==> src/design/prtlp_pkg.sv <==
// Shared types and constants for the radar text line parser.
package prtlp_pkg;

    // Longest line held is LINE_CAPACITY-1 characters
    localparam int LINE_CAPACITY = 64;
    localparam int LEN_W         = $clog2(LINE_CAPACITY);
    localparam int NUM_W         = 17;
    localparam int PROD_W        = NUM_W + 4;

    localparam logic [LEN_W-1:0] LINE_LAST  = LEN_W'(LINE_CAPACITY - 1);
    localparam logic [LEN_W-1:0] SKIP_COUNT = LEN_W'(8);
    localparam logic [LEN_W-1:0] OFF_LEN    = LEN_W'(3);
    localparam logic [NUM_W-1:0] NUM_SAT    = NUM_W'(65536);

    localparam logic [15:0] MAX_DIST_RESET = 16'd1000;

    localparam logic [7:0] CHAR_NUL = 8'h00;
    localparam logic [7:0] CHAR_CR  = 8'h0D;
    localparam logic [7:0] CHAR_LF  = 8'h0A;
    localparam logic [7:0] CHAR_O   = 8'h4F;
    localparam logic [7:0] CHAR_F   = 8'h46;
    localparam logic [7:0] CHAR_D   = 8'h64;
    localparam logic [7:0] CHAR_0   = 8'h30;
    localparam logic [7:0] CHAR_9   = 8'h39;

    // Digit scan phases
    localparam logic [1:0] SCAN_SEEK = 2'd0;
    localparam logic [1:0] SCAN_RUN  = 2'd1;
    localparam logic [1:0] SCAN_DONE = 2'd2;

    // Result of one byte
    typedef struct packed {
        logic [15:0] distance_cm;
        logic        presence;
        logic        line_done;
        logic        updated;
        logic        overflow;
    } result_t;

    // Expected character at each position of "OFF"
    function automatic logic [7:0] off_char(input logic [1:0] pos);
        logic [7:0] ch;
        case (pos)
            2'd0:    ch = CHAR_O;
            2'd1:    ch = CHAR_F;
            2'd2:    ch = CHAR_F;
            default: ch = CHAR_NUL;
        endcase
        return ch;
    endfunction

endpackage

==> src/design/prtlp_line_core.sv <==
// Per-byte line parsing state and distance/presence registers.
module prtlp_line_core (
    input  logic                  aclk,
    input  logic                  aresetn,
    input  logic                  step,
    input  logic [7:0]            byte_in,
    input  logic [15:0]           max_distance,
    output prtlp_pkg::result_t    result
);

    logic [prtlp_pkg::LEN_W-1:0]  line_length_reg, line_length_next;
    logic [1:0]                   off_match_reg, off_match_next;
    logic                         starts_d_reg, starts_d_next;
    logic                         term_reg, term_next;
    logic [1:0]                   phase_reg, phase_next;
    logic [prtlp_pkg::NUM_W-1:0]  number_reg, number_next;
    logic [15:0]                  distance_reg, distance_next;
    logic                         presence_reg, presence_next;

    logic                          is_digit;
    logic [3:0]                    digit_val;
    logic [prtlp_pkg::PROD_W-1:0]  num_prod;
    logic                          done, upd, ovf;

    assign is_digit  = byte_in inside {[prtlp_pkg::CHAR_0:prtlp_pkg::CHAR_9]};
    assign digit_val = 4'(byte_in - prtlp_pkg::CHAR_0);
    assign num_prod  = prtlp_pkg::PROD_W'(number_reg) * prtlp_pkg::PROD_W'(10)
                     + prtlp_pkg::PROD_W'(digit_val);

    // Next state for one received byte
    always_comb begin
        line_length_next = line_length_reg;
        off_match_next   = off_match_reg;
        starts_d_next    = starts_d_reg;
        term_next        = term_reg;
        phase_next       = phase_reg;
        number_next      = number_reg;
        distance_next    = distance_reg;
        presence_next    = presence_reg;
        done             = 1'b0;
        upd              = 1'b0;
        ovf              = 1'b0;

        if (byte_in == prtlp_pkg::CHAR_CR) begin
            // carriage return ignored
        end else if (byte_in == prtlp_pkg::CHAR_LF) begin
            if (line_length_reg != '0) begin
                done = 1'b1;
                if (off_match_reg == 2'd3) begin
                    distance_next = '0;
                    presence_next = 1'b0;
                    upd           = 1'b1;
                end else if (starts_d_reg && number_reg != '0 &&
                             number_reg <= prtlp_pkg::NUM_W'(max_distance)) begin
                    distance_next = number_reg[15:0];
                    presence_next = 1'b1;
                    upd           = 1'b1;
                end
                line_length_next = '0;
                off_match_next   = '0;
                starts_d_next    = 1'b0;
                term_next        = 1'b0;
                phase_next       = prtlp_pkg::SCAN_SEEK;
                number_next      = '0;
            end
        end else if (line_length_reg < prtlp_pkg::LINE_LAST) begin
            line_length_next = line_length_reg + 1'b1;
            if (!term_reg) begin
                if (byte_in == prtlp_pkg::CHAR_NUL) begin
                    // NUL ends the parsed content
                    term_next = 1'b1;
                    if (phase_reg == prtlp_pkg::SCAN_RUN)
                        phase_next = prtlp_pkg::SCAN_DONE;
                end else begin
                    // "OFF" prefix match
                    if (line_length_reg < prtlp_pkg::OFF_LEN &&
                        prtlp_pkg::LEN_W'(off_match_reg) == line_length_reg &&
                        byte_in == prtlp_pkg::off_char(line_length_reg[1:0]))
                        off_match_next = off_match_reg + 2'd1;
                    if (line_length_reg == '0 && byte_in == prtlp_pkg::CHAR_D)
                        starts_d_next = 1'b1;
                    // digit run after the skipped header
                    if (starts_d_reg && line_length_reg >= prtlp_pkg::SKIP_COUNT) begin
                        if (phase_reg == prtlp_pkg::SCAN_SEEK && is_digit)
                            phase_next = prtlp_pkg::SCAN_RUN;
                        else if (phase_reg == prtlp_pkg::SCAN_RUN && !is_digit)
                            phase_next = prtlp_pkg::SCAN_DONE;
                        if (phase_next == prtlp_pkg::SCAN_RUN && is_digit) begin
                            if (num_prod > prtlp_pkg::PROD_W'(prtlp_pkg::NUM_SAT))
                                number_next = prtlp_pkg::NUM_SAT;
                            else
                                number_next = num_prod[prtlp_pkg::NUM_W-1:0];
                        end
                    end
                end
            end
        end else begin
            // line too long: drop byte and restart
            ovf              = 1'b1;
            line_length_next = '0;
            off_match_next   = '0;
            starts_d_next    = 1'b0;
            term_next        = 1'b0;
            phase_next       = prtlp_pkg::SCAN_SEEK;
            number_next      = '0;
        end
    end

    assign result.distance_cm = distance_next;
    assign result.presence    = presence_next;
    assign result.line_done   = done;
    assign result.updated     = upd;
    assign result.overflow    = ovf;

    // State registers
    always_ff @(posedge aclk) begin
        if (!aresetn) begin
            line_length_reg <= '0;
            off_match_reg   <= '0;
            starts_d_reg    <= 1'b0;
            term_reg        <= 1'b0;
            phase_reg       <= prtlp_pkg::SCAN_SEEK;
            number_reg      <= '0;
            distance_reg    <= '0;
            presence_reg    <= 1'b0;
        end else if (step) begin
            line_length_reg <= line_length_next;
            off_match_reg   <= off_match_next;
            starts_d_reg    <= starts_d_next;
            term_reg        <= term_next;
            phase_reg       <= phase_next;
            number_reg      <= number_next;
            distance_reg    <= distance_next;
            presence_reg    <= presence_next;
        end
    end

    // Checks
    a_line_bound: assert property (@(posedge aclk) disable iff (!aresetn)
        line_length_reg <= prtlp_pkg::LINE_LAST)
        else $error("line length beyond capacity");
    a_num_sat: assert property (@(posedge aclk) disable iff (!aresetn)
        number_reg <= prtlp_pkg::NUM_SAT)
        else $error("digit value above saturation");
    a_num_only_d: assert property (@(posedge aclk) disable iff (!aresetn)
        number_reg != '0 |-> starts_d_reg && phase_reg != prtlp_pkg::SCAN_SEEK)
        else $error("digit value outside a d line run");

endmodule

==> src/design/presence_radar_text_line_parser_top.sv <==
// Top level of the presence radar text line parser.
//
// Usage: sensor text bytes arrive on the s_ channel (s_valid/s_ready,
// s_rx_byte), one byte per request. Every accepted byte yields exactly one
// result request on the m_ channel: current distance and presence, plus
// line_done, updated and overflow flags for that byte.
// The max_distance register is written through cfg_valid/cfg_ready/
// cfg_max_distance; cfg_ready is always high. Write it only while idle.
// An accepted byte waits in the input register, is parsed into the result
// register and is offered from there.
// Throughput: one byte per cycle while the receiver keeps taking results,
// set by the combinational parse stage between the input and result registers.
// Reset (aresetn low, synchronous) clears line state, distance, presence,
// both stages, and loads max_distance with 1000.
// When the receiver stalls, the result register holds and the input
// register can still take one more byte; s_ready drops after that.
module presence_radar_text_line_parser_top (
    input  logic        aclk,
    input  logic        aresetn,
    input  logic        s_valid,
    output logic        s_ready,
    input  logic [7:0]  s_rx_byte,
    output logic        m_valid,
    input  logic        m_ready,
    output logic [15:0] m_distance_cm,
    output logic        m_presence,
    output logic        m_line_done,
    output logic        m_updated,
    output logic        m_overflow,
    input  logic        cfg_valid,
    output logic        cfg_ready,
    input  logic [15:0] cfg_max_distance
);

    logic               in_valid_reg;
    logic [7:0]         in_byte_reg;
    logic               out_valid_reg;
    prtlp_pkg::result_t out_reg;
    prtlp_pkg::result_t core_result;
    logic [15:0]        max_distance_reg;
    logic               advance;

    // Parse stage advances when the result slot is free or being taken
    assign advance   = in_valid_reg && (!out_valid_reg || m_ready);
    assign s_ready   = !in_valid_reg || advance;
    assign cfg_ready = 1'b1;

    // Configuration register
    always_ff @(posedge aclk) begin
        if (!aresetn)
            max_distance_reg <= prtlp_pkg::MAX_DIST_RESET;
        else if (cfg_valid)
            max_distance_reg <= cfg_max_distance;
    end

    // Input register
    always_ff @(posedge aclk) begin
        if (!aresetn)
            in_valid_reg <= 1'b0;
        else if (s_ready)
            in_valid_reg <= s_valid;
    end

    always_ff @(posedge aclk) begin
        if (s_valid && s_ready)
            in_byte_reg <= s_rx_byte;
    end

    prtlp_line_core u_core (
        .aclk         (aclk),
        .aresetn      (aresetn),
        .step         (advance),
        .byte_in      (in_byte_reg),
        .max_distance (max_distance_reg),
        .result       (core_result)
    );

    // Result register
    always_ff @(posedge aclk) begin
        if (!aresetn)
            out_valid_reg <= 1'b0;
        else if (advance)
            out_valid_reg <= 1'b1;
        else if (m_ready)
            out_valid_reg <= 1'b0;
    end

    always_ff @(posedge aclk) begin
        if (advance)
            out_reg <= core_result;
    end

    assign m_valid       = out_valid_reg;
    assign m_distance_cm = out_reg.distance_cm;
    assign m_presence    = out_reg.presence;
    assign m_line_done   = out_reg.line_done;
    assign m_updated     = out_reg.updated;
    assign m_overflow    = out_reg.overflow;

    // Checks
    a_upd_needs_done: assert property (@(posedge aclk) disable iff (!aresetn)
        m_valid && m_updated |-> m_line_done)
        else $error("update without a completed line");
    a_done_no_ovf: assert property (@(posedge aclk) disable iff (!aresetn)
        m_valid |-> !(m_line_done && m_overflow))
        else $error("line done and overflow together");
    a_absent_zero: assert property (@(posedge aclk) disable iff (!aresetn)
        m_valid && !m_presence |-> m_distance_cm == 16'd0)
        else $error("distance set while nobody present");
    a_present_nonzero: assert property (@(posedge aclk) disable iff (!aresetn)
        m_valid && m_presence |-> m_distance_cm != 16'd0)
        else $error("zero distance while present");

endmodule
==> config.mk <==
export PLATFORM = sky130hd
export DESIGN_NAME = presence_radar_text_line_parser_top
export DESIGN_NICKNAME = d
export VERILOG_FILES = /design/src/design/prtlp_pkg.sv /design/src/design/prtlp_line_core.sv /design/src/design/presence_radar_text_line_parser_top.sv
export SDC_FILE = /design/constraint.sdc
export NUM_CORES = 1
export LEC_CHECK = 0
export BUFFER_PORTS_ARGS = -buffer_cell sky130_fd_sc_hd__buf_2
export CAP_MARGIN = 20
export CORE_MARGIN = 4
export CORE_UTILIZATION = 52
export CTS_CLUSTER_SIZE = 14
export DETAILED_ROUTE_END_ITERATION = 6
export GPL_TIMING_DRIVEN = 1
export PLACE_DENSITY = 0.74
export SYNTH_ARGS = -nofsm -noshare
export SYNTH_HDL_FRONTEND = slang
export SYNTH_SLANG_ARGS = --single-unit
export TNS_END_PERCENT = 30
==> constraint.sdc <==
create_clock -name aclk -period 3.3 [get_ports aclk]
set_input_delay 0.495 -clock aclk [delete_from_list [all_inputs] [get_ports aclk]]
set_output_delay 0.495 -clock aclk [all_outputs]
set_load 0.02 [all_outputs]
Word level (Yosys, flattened, before mapping)
Index checks and enable logic that the tools add are counted.

Register bits after elaboration: 92. Input port bits: 29. Output and inout port bits: 23. Logic and storage cells: 147.

$add $sub $neg: 4. $mul: 1. Order comparisons: 7. Equality and inequality tests: 19. Mux-type cells: 63. Bitwise logic cells: 3. Reductions and logical operators: 33.

Operators with widths (count): $mux W17 (8); $mux W16 (5); $mux W2 (20); $mux W8 (5); $add A21 B4 Y21 (1); $gt A21 B17 Y1 const B (1); $mux W1 (21); $mul A17 B3 Y20 const B (1); $mux W6 (3); $reduce_and A6 Y1 (3); $le A17 B16 Y1 (1); $reduce_bool A17 Y1 (1); $eq A8 B4 Y1 const B (2); $ne A3 B2 Y1 const B (5); $pmux W7 S2 (1); $logic_and A1 B1 Y1 (12); $eq A8 B7 Y1 const B (1); $eq A8 B8 Y1 (1); $ge A8 B6 Y1 const B (1); $le A8 B6 Y1 const B (1); $logic_not A8 Y1 (1); $ne A4 B3 Y1 const B (2); $reduce_and A7 Y1 (1); $add A6 B1 Y6 const B (1); other kinds (20) (31).

Logic depth before layout (Yosys ltp)
Gate-level depths: netlist (run 1).

Depth after elaboration: 20. Gate-level depth with buffers: 13. Mapped depth without buffers: 13.

Hierarchy
A second synthesis (run 1) with hierarchy kept.

Cell total of the unflattened synthesis: 676. Area total of the unflattened synthesis: 6157.2 sq um.

Modules (own cells, without submodules): prtlp_line_core (times used 1, cells an instance 586, area each 4619.4 sq um, seq. area each 920.9 sq um); presence_radar_text_line_parser_top (times used 1, cells an instance 90, area each 1537.7 sq um, seq. area each 1201.2 sq um).

Least setup slack after synthesis (run 1)
OpenSTA, ideal clock, no wires.

Kind: register to register. Start point: reg u_core.number_reg[1] (netlist bit). End point: reg u_core.number_reg[3] (netlist bit). Library setup time: 0.129 ns. Arrival time: 3.430 ns. Required time: 3.171 ns. Setup slack: -0.259 ns. Stages on the path, launching flop included: 14. Buffers on the path: 0. Period minus slack after synthesis: 3.559 ns. Cells stage by stage: dfxtp_1 > ha_1 > ha_1 > fa_1 > a211oi_2 > o211ai_2 > a41o_2 > xor2_1 > nand4_2 > nor3b_2 > xnor2_2 > nor2_2 > o211ai_4 > o21ai_2.

Cells in the longest elaborated chain, start to end: 10.

RTL lines: start, declared (line prtlp_line_core.sv:16) `logic [prtlp_pkg::NUM_W-1:0] number_reg, number_next;`; start signal, assigned (line prtlp_line_core.sv:132) `number_reg <= number_next;`; $mul A17 B3 Y20 (*) (line prtlp_line_core.sv:27) `assign num_prod = prtlp_pkg::PROD_W'(number_reg) * prtlp_pkg::PROD_W'(10)`; $add A21 B4 Y21 (*) (line prtlp_line_core.sv:28) `+ prtlp_pkg::PROD_W'(digit_val);`; $gt A21 B17 Y1 (line prtlp_line_core.sv:89) `if (num_prod > prtlp_pkg::PROD_W'(prtlp_pkg::NUM_SAT))`; $mux W17 (*) (line prtlp_line_core.sv:89); $mux W17 (*) (line prtlp_line_core.sv:88) `if (phase_next == prtlp_pkg::SCAN_RUN && is_digit) begin`; $mux W17 (*) (line prtlp_line_core.sv:83) `if (starts_d_reg && line_length_reg >= prtlp_pkg::SKIP_COUNT) begin`; $mux W17 (*) (line prtlp_line_core.sv:69) `if (byte_in == prtlp_pkg::CHAR_NUL) begin`; $mux W17 (*) (line prtlp_line_core.sv:68) `if (!term_reg) begin`; $mux W17 (*) (line prtlp_line_core.sv:66) `end else if (line_length_reg < prtlp_pkg::LINE_LAST) begin`; $mux W17 (*) (line prtlp_line_core.sv:46) `end else if (byte_in == prtlp_pkg::CHAR_LF) begin`.

Mark *: on every way between the ends. The rest lies on a longest branch, timed or not. The select of a mux whose other input is x is not followed. A chain may end at the register's enable or synchronous reset.

Worst setup path in the final report (run 1)
Start point: reg u_core.number_reg[1] (netlist bit). End point: reg u_core.number_reg[4] (netlist bit).

Same word-level chain as after synthesis.

==> flow_metrics.env, run 1 <==
export IMPL_synth_cell_type_count=73
export IMPL_slew_headroom_pct=57.9
export IMPL_route_top_layer_used="met4"
export IMPL_failed_checks="negative setup slack"
export IMPL_endpoint="u_core.number_reg[4]$_SDFFE_PN0P_"
export IMPL_yosysSeqAreaShare_pct=38.1
export IMPL_postLayoutSetupSlackWorst_ns=-0.162
export IMPL_gr_total_overflow=0
export IMPL_finalCriticalPeriod_ns=3.46
export IMPL_r2r_start="u_core.number_reg[1]$_SDFFE_PN0P_"
export IMPL_grt_usage_pct=22.1
export IMPL_drive_above_1_share_pct=27.4
export IMPL_cts_tree="done"
export IMPL_nNetsFinal=756
export IMPL_grt_max_degree=25
export IMPL_ir_drop_mv=0.236
export IMPL_numCtsBuffers=9
export IMPL_start_kind="flop"
export IMPL_drt_first_iter_violations=449
export IMPL_synth_nets=652
export IMPL_gp_congestion=0.890
export IMPL_firstDrtPassIters=6
export IMPL_synth_edf_count=28
export IMPL_drtAntennaViolNets=0
export IMPL_route_detailed_drc=0
export IMPL_dpl_cell_count=789
export IMPL_crit_path_start="u_core.number_reg[1]$_SDFFE_PN0P_"
export IMPL_ff2ff_path_depth=14
export IMPL_initial_utilization_pct=53.7
export IMPL_cts_sinks=92
export IMPL_cts_buffer_depth=2
export IMPL_wl_per_cell_um=16.9
export IMPL_ys_seq_elements=92
export IMPL_syn_area_um2=5570
export IMPL_cts_htree_levels=3
export IMPL_status="finished with violations"
export IMPL_critPathMaxFanout=5
export IMPL_final_cells=814
export IMPL_vias=4749
export IMPL_core_um2=10400
export IMPL_clock_latency_ns=0.36
export IMPL_finalClockSkew_ns=0.00982
export IMPL_path_clk_slew_ns=0.09
export IMPL_timing_final_crit_share_pct=105
export IMPL_synthCells=569
export IMPL_root_buffer="clkbuf_8"
export IMPL_reg2reg_to="u_core.number_reg[4]$_SDFFE_PN0P_"
export IMPL_setup_viol=17
export IMPL_dr_wl_met2_mm=6.69
export IMPL_m1WireLength_mm=6.03
export IMPL_rrSetupSlack_ns=-0.16
export IMPL_required_ns=3.59
export IMPL_wl_met3_um=738
export IMPL_tightest_slew_ns=0.630
export IMPL_worstPathArrival_ns=3.75
export IMPL_area_growth_pct=20.8
export IMPL_antenna_cells=0
export IMPL_portBuffers=50
export IMPL_final_common_cell="dfxtp_1"
export IMPL_synthFlopType="dfxtp_1"
export IMPL_clock_fmax_mhz=289
export IMPL_syn_mean_instance_area_um2=9.79
export IMPL_drv_cap=0
export IMPL_finalMaxSlewViolations=0
export IMPL_die_h_um=112
export IMPL_first_global_vias=4684
export IMPL_dieArea_um2=12400
export IMPL_die_x_um=112
export IMPL_wl_mm=13.7
export IMPL_async_flop_share_pct=0
export IMPL_num_rows=37
export IMPL_final_hold_viol_count=0
export IMPL_largest_register_ff_count=17
export IMPL_ios=52
export IMPL_layout_common_cells="dfxtp_1 (61), buf_4 (60), nand2_1 (54)"
export IMPL_place_ws_ns=-0.151
export IMPL_post_drt_via_cell_ratio=5.83
export IMPL_power_density_nw_per_um2=315
export IMPL_hold_depth=1
export IMPL_leakage_nw=3.01
export IMPL_grt_pass1_wl_mm=22.7
export IMPL_grt_antenna_before_repair=0
export IMPL_end_kind="flop"
export IMPL_min_delay_path_class="in2reg"
export IMPL_rsz0062_at_grt="true"
export IMPL_dp_final_hpwl_mm=10.4
export IMPL_ys_warnings_count=0
export IMPL_critPathKind="reg2reg"
export IMPL_fill_cells=832
cells in the mapped netlist (all sizes together) (12+ instances only):
cell type / instances / area [um^2]
ha: 52 / 651
dfxtp: 64 / 1280
xor2: 14 / 130
inv: 28 / 105
nor2: 52 / 208
edfxtp: 28 / 841
a21oi: 24 / 124
o211ai: 12 / 114
nand2: 55 / 206
o21ai: 26 / 168
nand4: 12 / 81.3
xnor2: 17 / 164
nor4: 15 / 158
a22o: 35 / 307
per-layer routing:
metal | track usage [%] | vias up
li1 | - | 2307
met5 | 0 | -
met4 | 7.54 | 0
met2 | 37.3 | 165
met1 | 28.5 | 2252
met3 | 4.29 | 25
power breakdown:
part / total [mW] / internal, mW / switching [mW]
combinational: 0.155 / 0.0595 / 0.0959
clock: 0.749 / 0.351 / 0.398
sequential: 1.21 / 1.19 / 0.0197
total: 2.12 / 1.60 / 0.513
worst max-delay path, cell delays in order (launching register included):
cell	delay [ns]
dfxtp_4	0.36
ha_4	0.24
ha_4	0.16
fa_2	0.37
a211oi_4	0.27
buf_4	0.15
o211ai_2	0.10
a41o_4	0.33
a31oi_4	0.15
xor2_2	0.11
nor4_4	0.28
mux2_4	0.35
nor2_4	0.19
o211ai_4	0.16
o21ai_2	0.15
logic make-up after synthesis:
group,share of synthesized area (%)
AND/OR/NAND/NOR,19.0
multiplexers,2.45
flip-flops,38.1
buffers and inverters,3.53
adder cells (fa/ha/maj),12.4
other,0.0673
XOR/XNOR,5.28
AO/OA/AOI/OAI,19.2
layout make-up:
cell class                      count  area, um^2  area share (%)
Clock buffer                       10         128            1.90
Inverter                           29         109            1.62
Multi-Input combinational cell    431        3430            50.9
Clock inverter                      6        63.8           0.948
Sequential cell                    92        2130            31.7
Timing Repair Buffer              110         701            10.4
Tap cell                          136         170            2.53
how the worst min path moves through the flow:
stage / from / endpoint / slack (ns)
floorplan: u_core.distance_reg[14]$_SDFFE_PN0P_ / u_core.distance_reg[14]$_SDFFE_PN0P_ / 0.45
global placement: u_core.distance_reg[5]$_SDFFE_PN0P_ / u_core.distance_reg[5]$_SDFFE_PN0P_ / 0.46
detailed placement: u_core.distance_reg[1]$_SDFFE_PN0P_ / u_core.distance_reg[1]$_SDFFE_PN0P_ / 0.47
CTS: s_rx_byte[5] / in_byte_reg[5]$_DFFE_PP_ / 0.30
global route: s_rx_byte[6] / in_byte_reg[6]$_DFFE_PP_ / 0.30
finish: s_rx_byte[5] / in_byte_reg[5]$_DFFE_PP_ / 0.31
timing repair:
item | 4_1_cts | 5_1_grt
gates resized for setup | 8 | 17
setup endpoints to repair | 17 | 17
gates cloned | 1 | 0
pin swaps | 14 | 6
setup buffers | 6 | 2
hold buffers | 0 | 0
per-stage QoR:
| stage | cell area (um^2) | setup TNS, ns | utilization [%] | power, mW | hold WS [ns] |
|---|---|---|---|---|---|
| floorplan | 5610 | 0 | - | 1.34 | 0.450 |
| global placement | 6340 | -0.617 | 61.1 | 1.39 | 0.462 |
| detailed placement | 6340 | -1.47 | 61.1 | 1.40 | 0.467 |
| CTS | 6610 | -0.623 | 63.8 | 2.13 | 0.296 |
| global route | 6730 | -4.03 | 64.9 | 2.19 | 0.299 |
| finish | 6730 | -1.96 | 64.9 | 2.12 | 0.307 |
Note: power is estimated with default switching activity, not from simulation.
==> inputs of run 2 (changes only) <==
--- a/config.mk
+++ b/config.mk
@@ -7,12 +7,14 @@
 export LEC_CHECK = 0
 export BUFFER_PORTS_ARGS = -buffer_cell sky130_fd_sc_hd__buf_2
 export CAP_MARGIN = 20
+export CELL_PAD_IN_SITES_DETAIL_PLACEMENT = 1
+export CELL_PAD_IN_SITES_GLOBAL_PLACEMENT = 1
 export CORE_MARGIN = 4
-export CORE_UTILIZATION = 52
+export CORE_UTILIZATION = 42
 export CTS_CLUSTER_SIZE = 14
 export DETAILED_ROUTE_END_ITERATION = 6
 export GPL_TIMING_DRIVEN = 1
-export PLACE_DENSITY = 0.74
+export PLACE_DENSITY_LB_ADDON = 0.1
 export SYNTH_ARGS = -nofsm -noshare
 export SYNTH_HDL_FRONTEND = slang
 export SYNTH_SLANG_ARGS = --single-unit
==> run 2 against run 1 <==
Against the previous run: the flow still finishes with violations (negative setup slack); maximum frequency is essentially flat; first-iteration DRC count shrank 31%; via count grew 2.8%; count of clock-buffer cells in the layout grew 2; cell count grew 6.5%; routed wire length grew 19%; power grew 10%; final area grew 4.6%; critical path depth is the same; combinational power is essentially flat; register-to-register slack is essentially flat; highest routed layer unchanged.
==> flow_metrics.env, run 2 (synthesis results as in run 1) <==
export IMPL_vias=4882
export IMPL_grt_antenna_before_repair=0
export IMPL_final_common_cell="buf_4"
export IMPL_worstPathArrival_ns=3.75
export IMPL_wl_met3_um=687
export IMPL_wl_mm=16.4
export IMPL_cp_num_buf_inv=2
export IMPL_min_delay_start="s_rx_byte[5]"
export IMPL_max_stage_delay_ns=0.37
export IMPL_internal_power_mw=1.79
export IMPL_final_hold_viol_count=0
export IMPL_antenna_cells=0
export IMPL_drt_first_iter_violations=308
export IMPL_route_detailed_drc=0
export IMPL_ff2ff_path_depth=14
export IMPL_m1WireLength_mm=7.00
export IMPL_cp_num_cells=14
export IMPL_slowest_stage="fa_2"
export IMPL_area_growth_pct=26.4
export IMPL_die_h_um=123
export IMPL_power_density_nw_per_um2=332
export IMPL_initial_utilization_pct=43.4
export IMPL_layout_common_cells="buf_4 (77), dfxtp_1 (59), nand2_1 (55)"
export IMPL_ir_drop_mv=0.219
export IMPL_finalMaxSlewViolations=0
export IMPL_final_cells=867
export IMPL_worstPathCellList="ha_4 -> ha_4 -> fa_2 -> a211oi_4 -> o211ai_2 -> a41o_4 -> xor2_4 -> nand4_4 -> buf_4 -> nor3b_2 -> xnor2_2 -> buf_4 -> nor4_4 -> a22o_1"
export IMPL_cts_sinks=92
export IMPL_leakage_nw=3.12
export IMPL_status="finished with violations"
export IMPL_grt_pass1_wl_mm=26.4
export IMPL_finalCriticalPeriod_ns=3.46
export IMPL_power_switching_mw=0.550
export IMPL_gp_congestion=0.839
export IMPL_firstDrtPassIters=4
export IMPL_critPathKind="reg2reg"
export IMPL_crit_path_start="u_core.number_reg[1]$_SDFFE_PN0P_"
export IMPL_min_delay_path_class="in2reg"
export IMPL_core_um2=12800
export IMPL_postLayoutSetupSlackWorst_ns=-0.159
export IMPL_combPwrFrac_pct=6.8
export IMPL_drive_above_1_share_pct=30.5
export IMPL_timing_final_crit_share_pct=105
export IMPL_slew_headroom_pct=51.0
export IMPL_cts_buffer_depth=2
export IMPL_end_kind="flop"
export IMPL_grt_usage_pct=22.4
export IMPL_ios=52
export IMPL_whs_ns=0.321
export IMPL_die_x_um=123
export IMPL_hold_depth=1
export IMPL_dp_final_hpwl_mm=12.1
export IMPL_gr_total_overflow=0
export IMPL_clock_latency_ns=0.35
export IMPL_clock_fmax_mhz=289
export IMPL_required_ns=3.59
export IMPL_r2r_start="u_core.number_reg[1]$_SDFFE_PN0P_"
export IMPL_start_kind="flop"
export IMPL_cts_hold_buf=0
export IMPL_drv_cap=0
export IMPL_num_rows=41
export IMPL_dr_wl_met2_mm=8.16
export IMPL_wl_per_cell_um=18.9
export IMPL_cts_htree_levels=3
export IMPL_portBuffers=50
export IMPL_rsz0062_at_grt="true"
export IMPL_cp_top_family="compound AO/OA/AOI/OAI gates"
export IMPL_critPathMaxFanout=3
export IMPL_p_clk_share_pct=41.2
export IMPL_nNetsFinal=773
export IMPL_drtAntennaViolNets=0
export IMPL_tightest_slew_ns=0.735
export IMPL_path_clk_slew_ns=0.06
export IMPL_first_global_vias=5213
export IMPL_root_buffer="clkbuf_16"
export IMPL_largest_register_ff_count=17
export IMPL_route_top_layer_used="met4"
export IMPL_p_seq_share_pct=52.0
export IMPL_grt_max_degree=25
export IMPL_final_util_pct=54.9
export IMPL_dpl_cell_count=842
export IMPL_dieArea_um2=15200
export IMPL_setup_viol=16
export IMPL_failed_checks="negative setup slack"
export IMPL_place_ws_ns=-0.230
export IMPL_numCtsBuffers=9
export IMPL_post_drt_via_cell_ratio=5.63
export IMPL_switching_share_pct=23.5
export IMPL_fin_tns_setup_ns=-1.67
export IMPL_cts_tree="done"
export IMPL_finalClockSkew_ns=0.00483
[run 2: worst paths after layout]
kind / end / slack (ns)
worst max register to register: u_core.number_reg[13]$_SDFFE_PN0P_ / -0.16
worst max-delay path: u_core.number_reg[13]$_SDFFE_PN0P_ / -0.16
worst min-delay path: in_byte_reg[5]$_DFFE_PP_ / 0.32
worst min register to register: u_core.distance_reg[8]$_SDFFE_PN0P_ / 0.49
[run 2: layout make-up]
class                           instances  area (um^2)
Multi-Input combinational cell        431         3480
Timing Repair Buffer                  127          828
Tap cell                              172          215
Clock inverter                          4         26.3
Clock buffer                           12          246
Fill cell                            1476         5780
Inverter                               29          109
Sequential cell                        92         2130
[run 2: worst register-to-register path, delay by kind of cell, from the launching register on]
| family | cells | cell delay (ns) |
|---|---|---|
| xor+xnor | 2 | 0.28 |
| flops | 1 | 0.35 |
| fa+ha+maj | 3 | 0.77 |
| simple gates | 3 | 0.72 |
| buf+inv | 2 | 0.34 |
| compound gates | 4 | 0.94 |
[run 2: per-stage QoR]
| stage | total power [mW] | instance area, um^2 |
|---|---|---|
| after floorplan | 1.34 | 5610 |
| after global placement | 1.39 | 6510 |
| after detailed placement | 1.40 | 6510 |
| after CTS | 2.36 | 6940 |
| after global routing | 2.43 | 7040 |
| final | 2.33 | 7040 |
[run 2: repair_timing]
action	4_1_cts	5_1_grt
buffers inserted	8	0
pin swaps	16	6
gates cloned	1	0
endpoints found under the setup margin	17	17
resized for setup	17	20
[run 2: power groups by stage]
| stage | Combinational (mW) | Clock (mW) | Sequential (mW) |
|---|---|---|---|
| after floorplan | 0.0842 | 0 | 1.25 |
| after global placement | 0.152 | 0 | 1.24 |
| after detailed placement | 0.159 | 0 | 1.24 |
| after CTS | 0.160 | 0.988 | 1.22 |
| after global routing | 0.176 | 1.04 | 1.22 |
| final | 0.158 | 0.962 | 1.22 |
[run 2: metal layers]
metal  GRT usage [%]  vias to the layer above
met5               0                        -
met4            8.58                        0
met3            3.75                       41
met2            39.5                      114
met1            27.3                     2383
li1                -                     2344
==> inputs of run 3 (changes only) <==
--- a/config.mk
+++ b/config.mk
@@ -7,7 +7,7 @@
 export LEC_CHECK = 0
 export BUFFER_PORTS_ARGS = -buffer_cell sky130_fd_sc_hd__buf_2
 export CAP_MARGIN = 20
-export CELL_PAD_IN_SITES_DETAIL_PLACEMENT = 1
+export CELL_PAD_IN_SITES_DETAIL_PLACEMENT = 0
 export CELL_PAD_IN_SITES_GLOBAL_PLACEMENT = 1
 export CORE_MARGIN = 4
 export CORE_UTILIZATION = 42
==> run 3 against run 2 <==
Against the previous run: the run still ends with negative setup slack left; via count decreased by 2.8%; non-clock buffer count unchanged; setup slack improved by 0.042 ns; core utilization decreased by 0.38 points; routed wire length decreased by 13%; critical endpoint is now u_core.number_reg[6]$_SDFFE_PN0P_; largest cell class unchanged.
==> flow_metrics.env, run 3 (synthesis results as in run 1) <==
export IMPL_status="finished with violations"
export IMPL_failed_checks="negative setup slack"
export IMPL_post_drt_via_cell_ratio=5.47
export IMPL_gp_congestion=0.839
export IMPL_root_buffer="clkbuf_16"
export IMPL_dp_final_hpwl_mm=10.8
export IMPL_cts_sinks=92
export IMPL_core_um2=12800
export IMPL_ff2ff_path_depth=13
export IMPL_final_hold_viol_count=0
export IMPL_critPathMaxFanout=5
export IMPL_die_h_um=123
export IMPL_finalMaxSlewViolations=0
export IMPL_finalCriticalPeriod_ns=3.42
export IMPL_numCtsBuffers=9
export IMPL_tightest_slew_ns=0.731
export IMPL_setup_viol=17
export IMPL_fill_cells=1147
export IMPL_clock_fmax_mhz=293
export IMPL_ir_drop_mv=0.266
export IMPL_postLayoutSetupSlackWorst_ns=-0.117
export IMPL_nNetsFinal=773
export IMPL_path_clk_slew_ns=0.06
export IMPL_end_kind="flop"
export IMPL_rsz0062_at_grt="true"
export IMPL_area_growth_pct=25.5
export IMPL_final_cells=867
export IMPL_cts_buffer_depth=2
export IMPL_gr_total_overflow=0
export IMPL_start_kind="flop"
export IMPL_whs_ns=0.332
export IMPL_portBuffers=50
export IMPL_grt_usage_pct=19.8
export IMPL_timing_final_crit_share_pct=104
export IMPL_final_common_cell="buf_4"
export IMPL_route_detailed_drc=0
export IMPL_power_mw=2.38
export IMPL_vias=4744
export IMPL_leakage_nw=3.13
export IMPL_final_util_pct=54.5
export IMPL_drt_first_iter_violations=257
export IMPL_place_ws_ns=-0.190
export IMPL_cts_tree="done"
export IMPL_hold_depth=1
export IMPL_layout_common_cells="buf_4 (76), dfxtp_1 (60), nand2_1 (55)"
export IMPL_antenna_cells=0
export IMPL_ios=52
export IMPL_wl_per_cell_um=16.3
export IMPL_firstDrtPassIters=5
export IMPL_drv_cap=0
export IMPL_wl_mm=14.1
export IMPL_die_x_um=123
export IMPL_num_rows=41
export IMPL_critPathKind="reg2reg"
export IMPL_worstPathArrival_ns=3.69
export IMPL_dieArea_um2=15200
export IMPL_power_density_nw_per_um2=341
export IMPL_first_global_vias=4687
export IMPL_min_delay_path_class="in2reg"
export IMPL_grt_pass1_wl_mm=23.6
export IMPL_grt_antenna_before_repair=0
export IMPL_finalClockSkew_ns=0.00645
export IMPL_grt_max_degree=25
export IMPL_slew_headroom_pct=51.2
export IMPL_dpl_cell_count=842
export IMPL_initial_utilization_pct=43.4
export IMPL_largest_register_ff_count=17
export IMPL_required_ns=3.57
export IMPL_cts_hold_buf=0
export IMPL_drive_above_1_share_pct=29.6
export IMPL_clock_latency_ns=0.34
export IMPL_drtAntennaViolNets=0
export IMPL_cts_htree_levels=3
-- run 3: cell count changes in the layout (fill, tap and decap cells not counted), moves of 2 or more --
| cell | change |
|---|---|
| a21oi_1 | +2 |
| a21oi_2 | -2 |
| xnor2_1 | +2 |
| xnor2_2 | -2 |
-- run 3: cell type report --
cell class | instances | area [um^2] | area share (%)
sequential | 92 | 2130 | 30.5
multi-input combinational | 431 | 3410 | 48.7
clock inverter | 4 | 30.0 | 0.429
inverter | 29 | 109 | 1.56
clock buffer | 12 | 268 | 3.83
tap | 172 | 215 | 3.08
timing repair buffer | 127 | 832 | 11.9
-- run 3: metrics by stage --
stage | setup TNS (ns) | area, um^2
2_1_floorplan | 0 | 5610
3_3_place_gp | -1.06 | 6510
3_5_place_dp | -2.41 | 6510
4_1_cts | -0.871 | 6960
5_1_grt | -4.90 | 6990
6_report | -1.37 | 6990
-- run 3: layer usage --
layer / GRT usage (%) / part of all wire, % / vias to the layer above / wire length [um]
met3: 3.29 / 4.0 / 20 / 562
li1: - / - / 2346 / -
met4: 5.19 / 1.2 / 0 / 165
met2: 33.2 / 48 / 111 / 6770
met1: 26.4 / 47 / 2267 / 6650
met5: 0 / 0 / - / 0
-- run 3: repair_timing --
item	in CTS	in global routing
endpoints found under the setup margin	17	17
cloned	1	0
resized for setup	20	7
pin swaps	11	11
buffers inserted	6	2
-- run 3: power by group --
part | leakage [nW] | internal [mW] | switching, mW | total [mW]
Sequential | 0.778 | 1.20 | 0.0193 | 1.21
Clock | 0.144 | 0.580 | 0.433 | 1.01
Combinational | 2.21 | 0.0590 | 0.0953 | 0.154
-- run 3: path summary, 6_finish.rpt --
path                                                      startpoint  slack [ns]                                    to
worst max register to register     u_core.number_reg[1]$_SDFFE_PN0P_       -0.12     u_core.number_reg[6]$_SDFFE_PN0P_
worst min register to register  u_core.distance_reg[13]$_SDFFE_PN0P_        0.48  u_core.distance_reg[13]$_SDFFE_PN0P_
worst max-delay path               u_core.number_reg[1]$_SDFFE_PN0P_       -0.12     u_core.number_reg[6]$_SDFFE_PN0P_
worst min-delay path                                    s_rx_byte[5]        0.33              in_byte_reg[5]$_DFFE_PP_
-- run 3: worst max-delay path: stages (launching register included) --
cell and delay, ns:
dfxtp_4 0.35, ha_4 0.24, ha_4 0.16, fa_2 0.39, a211oi_4 0.31, o211ai_2 0.11, a41o_2 0.27, a31oi_4 0.21
xor2_2 0.13, nor4_4 0.31, mux2_4 0.36, nor2_4 0.18, o211ai_4 0.16, o21ai_2 0.16
